## config.mk

```make
export PLATFORM = sky130hd
export DESIGN_NAME = kmst_front
export DESIGN_NICKNAME = d
export VERILOG_FILES = /design/src/rtl/kmst_pkg.sv /design/src/rtl/kmst_front.sv
export SDC_FILE = /design/constraint.sdc
export NUM_CORES = 1
export LEC_CHECK = 0
export BUFFER_PORTS_ARGS = -buffer_cell sky130_fd_sc_hd__buf_2
export CAP_MARGIN = 5
export CORE_ASPECT_RATIO = 1.2
export CORE_MARGIN = 8
export CORE_UTILIZATION = 56
export CTS_CLUSTER_SIZE = 16
export DETAILED_ROUTE_END_ITERATION = 16
export PLACE_DENSITY_LB_ADDON = 0.05
export SYNTH_ARGS = -nofsm -noshare
export SYNTH_HDL_FRONTEND = slang
export SYNTH_SLANG_ARGS = --single-unit
```

## constraint.sdc

```tcl
create_clock -name aclk -period 12.35 [get_ports aclk]
set_input_delay 2.47 -clock aclk [delete_from_list [all_inputs] [get_ports aclk]]
set_output_delay 2.47 -clock aclk [all_outputs]
set_load 0.05 [all_outputs]
```

## src/rtl/kmst_pkg.sv

```systemverilog
// Package for the keyed metric statistics table.
// Holds request and result beat types, request and status codes; no dependencies.
package kmst_pkg;

    localparam logic [1:0] REQ_SET   = 2'd0;
    localparam logic [1:0] REQ_INCR  = 2'd1;
    localparam logic [1:0] REQ_GET   = 2'd2;
    localparam logic [1:0] REQ_CLEAR = 2'd3;

    localparam logic [1:0] ST_OK       = 2'd0;
    localparam logic [1:0] ST_NOTFOUND = 2'd1;
    localparam logic [1:0] ST_FULL     = 2'd2;

    localparam logic [1:0] KIND_COUNTER = 2'd3;

    typedef struct packed {
        logic [1:0]         req_type;
        logic [31:0]        key_hash;
        logic signed [31:0] data_value;
        logic [1:0]         value_kind;
    } req_t;

    typedef struct packed {
        logic [1:0]         status;
        logic [1:0]         kind_out;
        logic signed [31:0] current_value;
        logic signed [31:0] previous_value;
        logic signed [31:0] minimum_value;
        logic signed [31:0] maximum_value;
        logic signed [63:0] total_sum;
        logic [31:0]        sample_count;
        logic signed [31:0] window_average;
    } rsp_t;

endpackage

```

## src/rtl/kmst_front.sv

```systemverilog
// Front end of the keyed metric statistics table: a two-entry request queue.
// Depends on kmst_pkg for the request beat type.
module kmst_front import kmst_pkg::*; (
    input  logic aclk,
    input  logic aresetn,
    input  logic s_valid,
    output logic s_ready,
    input  req_t s_data,
    output logic q_valid,
    input  logic q_ready,
    output req_t q_data
);
    req_t       slot_reg [2];
    logic       rd_ptr_reg, wr_ptr_reg;
    logic [1:0] cnt_reg;

    assign s_ready = (cnt_reg != 2'd2);
    assign q_valid = (cnt_reg != 2'd0);
    assign q_data  = slot_reg[rd_ptr_reg];

    always_ff @(posedge aclk) begin
        if (s_valid && s_ready) begin
            slot_reg[wr_ptr_reg] <= s_data;
        end
        if (!aresetn) begin
            rd_ptr_reg <= 1'b0;
            wr_ptr_reg <= 1'b0;
            cnt_reg    <= 2'd0;
        end else begin
            if (s_valid && s_ready) wr_ptr_reg <= ~wr_ptr_reg;
            if (q_valid && q_ready) rd_ptr_reg <= ~rd_ptr_reg;
            cnt_reg <= cnt_reg + {1'b0, s_valid && s_ready} - {1'b0, q_valid && q_ready};
        end
    end
endmodule

```

After elaboration in Yosys (flattened, before gate mapping)
Memory sizes are Yosys's and may differ from the RTL's. A register that Yosys moved wholly into a read port is not among the register bits.
Index checks and enable logic that the tools add are counted.

word-level totals
  bits in writable memories = 136
  bits of input ports = 72
  memories kept = 1
  word-level logic and storage cells = 16
  output and inout bits = 70
  register bits = 4

memories
  memory    depth  width  read ports  clocked after memory_dff  write ports  RTL line          source
  slot_reg  2      68     1           1                         1            kmst_front.sv:13  req_t slot_reg [2];

operators by class
  bitwise gates (word level) = 2
  add/sub/neg operators = 2
  equal/unequal tests = 1
  reduce and logical (&&, ||, !) cells = 3
  mux-type cells = 4

operators with widths
  cell                number
  $mux 1              4
  $add 2x1->2         1
  $logic_and 1x1->1   2
  $ne 2x2->1 const B  1
  $not 1->1           2
  $reduce_bool 2->1   1
  $sub 2x1->2         1

Logic depth before layout (Yosys ltp)
  depth after elaboration = 4
  mapped depth = 8
  mapped depth without buffers = 8

Least setup slack after synthesis
OpenSTA, ideal clock, no wires.

  path kind = input-to-reg
  start point = input s_valid
  end point = memory slot_reg[0][0] in the netlist's numbering, enable pin
  required time = 11855 ps
  setup slack = 6425 ps
  stages = 2
  arrival time = 5431 ps
  setup time = 495 ps
  cell sequence = nand2_1 -> nor2_1

between the ends
  cells in the longest elaborated chain, start to end = 3

ends and longest elaborated chain
  item                          RTL line          source
  start, declared               kmst_front.sv:6   input logic s_valid,
  $logic_and 1x1->1             kmst_front.sv:22  if (s_valid && s_ready) begin
  $mux 1                        kmst_front.sv:22
  $mux 1 (implied by the code)  kmst_front.sv:23  slot_reg[wr_ptr_reg] <= s_data;
  end, declared                 kmst_front.sv:13

No other way between the ends.

==> qor.txt <==
Outcome: completed
Synth warn: 0
Synth cell types: 19
Core Area: 0.009081 mm²
Hold Path Class: reg2reg
Setup WS post-layout: 7658 ps
Placement Setup Slack: 8011 ps
Compound-Gate Fraction of Synth Area: 0.1435%
Clock transition at path regs: 60 ps
Number of global-route vias before repair: 2869
Post-synthesis mux area share: 16.26%
# hold bufs at CTS: 0
TNS Setup: 0 ps
Final WL: 9219 µm
Crit Path Class: reg2out
Max cap viols: 0
Largest net degree at the start of global routing: 69
Most used DFF post-synth: edfxtp_1
CTS resizes: 0
Post-layout util: 72.80%
Congestion Overflow GR: 0
PwrDens: 246.1 mW/mm²
Simple-Gate Fraction of Synth Area: 1.172%
Die height: 121.9 µm
Insertion delay to the later sink of the worst-skew pair: 510 ps
Post-synth EDFFs: 136
Fin area: 0.006611 mm²
Final nets: 464
CTS root buffer: clkbuf_8
Ys async rst share: 0%
Vias per inst: 5.059
Post-CTS Setup Bufs: 0
Sinks on the clock net: 141
Setup violators final: 0
Clk buf depth: 2
CTS Buf Count: 17
Yosys reg bits: 141
Final period utilization: 37.99%
CP max FO: 68
Data arrival, critical path: 2220 ps
# IOs: 142
Die ar.: 0.01270 mm²
Adder-cell share of the synthesized area: 0.4784%
Pins Over Slew Limit: 0
Share of cells above drive strength 1: 60.35%
Design Power: 1627 µW
Initial Utilization: 57.61%
Die span in x: 104.2 µm
Final Wtd Congestion: 0.6885
First-pass GRT wire length: 14120 µm
Fmax: 0.2131 GHz
Setup slack, reg-to-reg: 10080 ps
Final hold vios: 0
Critical Path Start Type: flip-flop
Final antenna-violating net count: 0
Seq/Total Area, Yosys: 79.98%
PortBufs: 141
Final Skew: 3.385 ps
Total Routing Usage GR: 14.96%
Max reg flops: 136
Cell Area, Placed: 0.006042 mm²
Crit path capture type: output pin
RSZ-0062 raised after global routing: false
Mapped cell area: 0.005231 mm²
Via count: 2641
TritonCTS clock tree: yes
Wire per inst: 17.66 µm
Min cycle time layout: 4692 ps
Worst relative slew slack: 32.21%
Critical Path RT: 9880 ps
Lkg Pwr: 0.002521 µW
CTS H-tree lvls: 4
DP HPWL: 6104 µm
1st-pass router iterations: 4
DRT iter0 DRCs: 122
Largest family of logic cells by synthesized area: multiplexers
Synth Instances: 236
Initial antenna violation count: 1
DRC: 0
XOR/XNOR Fraction of Synth Area: 0.5023%
Site Rows: 38
Syn_nets: 310
Max VDD drop: 0.1461 mV
P&R area growth vs syn: 26.38%
Worst-Margin Slew: 1017 ps
Syn avg cell area: 22.17 µm²
## report_power, final
part	internal (µW)	total, µW	switching [µW]
logic	151	497	345
clock network	303	481	178
registers	602	649	46.7
total	1060	1630	570
## cell type report
class	instances	area, µm²
flip-flops and latches	141	4188
fillers	601	2470
multi-input cells	86	979.7
repair buffers	143	720.7
clock buffers	18	417.9
well taps	120	150.1
clock inverters	12	148.9
inverters	1	3.754
diodes	1	2.502
## per-stage QoR
step                      instances  hold WS (ps)
after floorplan                 236         454.9
after global placement          491         505.8
after detailed placement        491         530.6
after CTS                       521         538.2
after global routing            522         558.2
final                           522         532.3
## metal layers
metal / global-route usage (%) / share of wire (%)
met1: 14.26 / 37
met2: 25.70 / 52
met3: 9.245 / 9.0
met4: 5.984 / 1.8
met5: 0 / 0
## cells in the final DEF (no fill, tap or decap), drive strengths merged, types with 3 or more instances in the layout
| master | netlist | routed |
|---|---|---|
| clkinv | 0 | 4 |
| dfxtp | 5 | 5 |
| buf | 8 | 143 |
| bufinv | 0 | 3 |
| clkbuf | 0 | 18 |
| edfxtp | 136 | 136 |
| mux2 | 68 | 68 |
| clkinvlp | 0 | 5 |
| xnor2 | 3 | 3 |
## cells in the mapped netlist, types with 2 or more instances
| cell | instances | share of area (%) |
|---|---|---|
| mux2_4 | 20 | 5.7 |
| nand2_1 | 2 | 0.14 |
| mux2_2 | 48 | 10 |
| dfxtp_1 | 5 | 1.9 |
| nor2b_1 | 2 | 0.24 |
| buf_6 | 2 | 0.43 |
| buf_2 | 4 | 0.38 |
| and2_1 | 2 | 0.24 |
| xnor2_1 | 3 | 0.50 |
| buf_8 | 2 | 0.57 |
| ha_1 | 2 | 0.48 |
| nand2b_1 | 2 | 0.24 |
| edfxtp_1 | 136 | 78 |
## critical path, stage by stage (launching register included)
cell,delay [ps]
dfxtp_4,1010
mux2_2,430
buf_2,220
## kinds of logic (layout without fill, tap and decap cells)
kind of cell / Yosys count / after routing
compound gates: 1 / 1
xor+xnor: 3 / 3
fa+ha+maj: 2 / 2
buf+inv: 9 / 174
flops: 141 / 141
mux: 69 / 69
other cells: 0 / 1
simple gates: 11 / 11
## worst paths after layout
path / start / end / depth (start not counted)
setup / recovery: flip-flop / q_data[67] / 2
hold / removal: wr_ptr_reg$_SDFFE_PN0N_ / wr_ptr_reg$_SDFFE_PN0N_ / 2
setup reg to reg: cnt_reg[0]$_SDFF_PN0_ / slot_reg[0][22]$_DFFE_PP_ / 4
hold reg to reg: wr_ptr_reg$_SDFFE_PN0N_ / wr_ptr_reg$_SDFFE_PN0N_ / 2
Note: power is estimated with default switching activity, not from simulation.
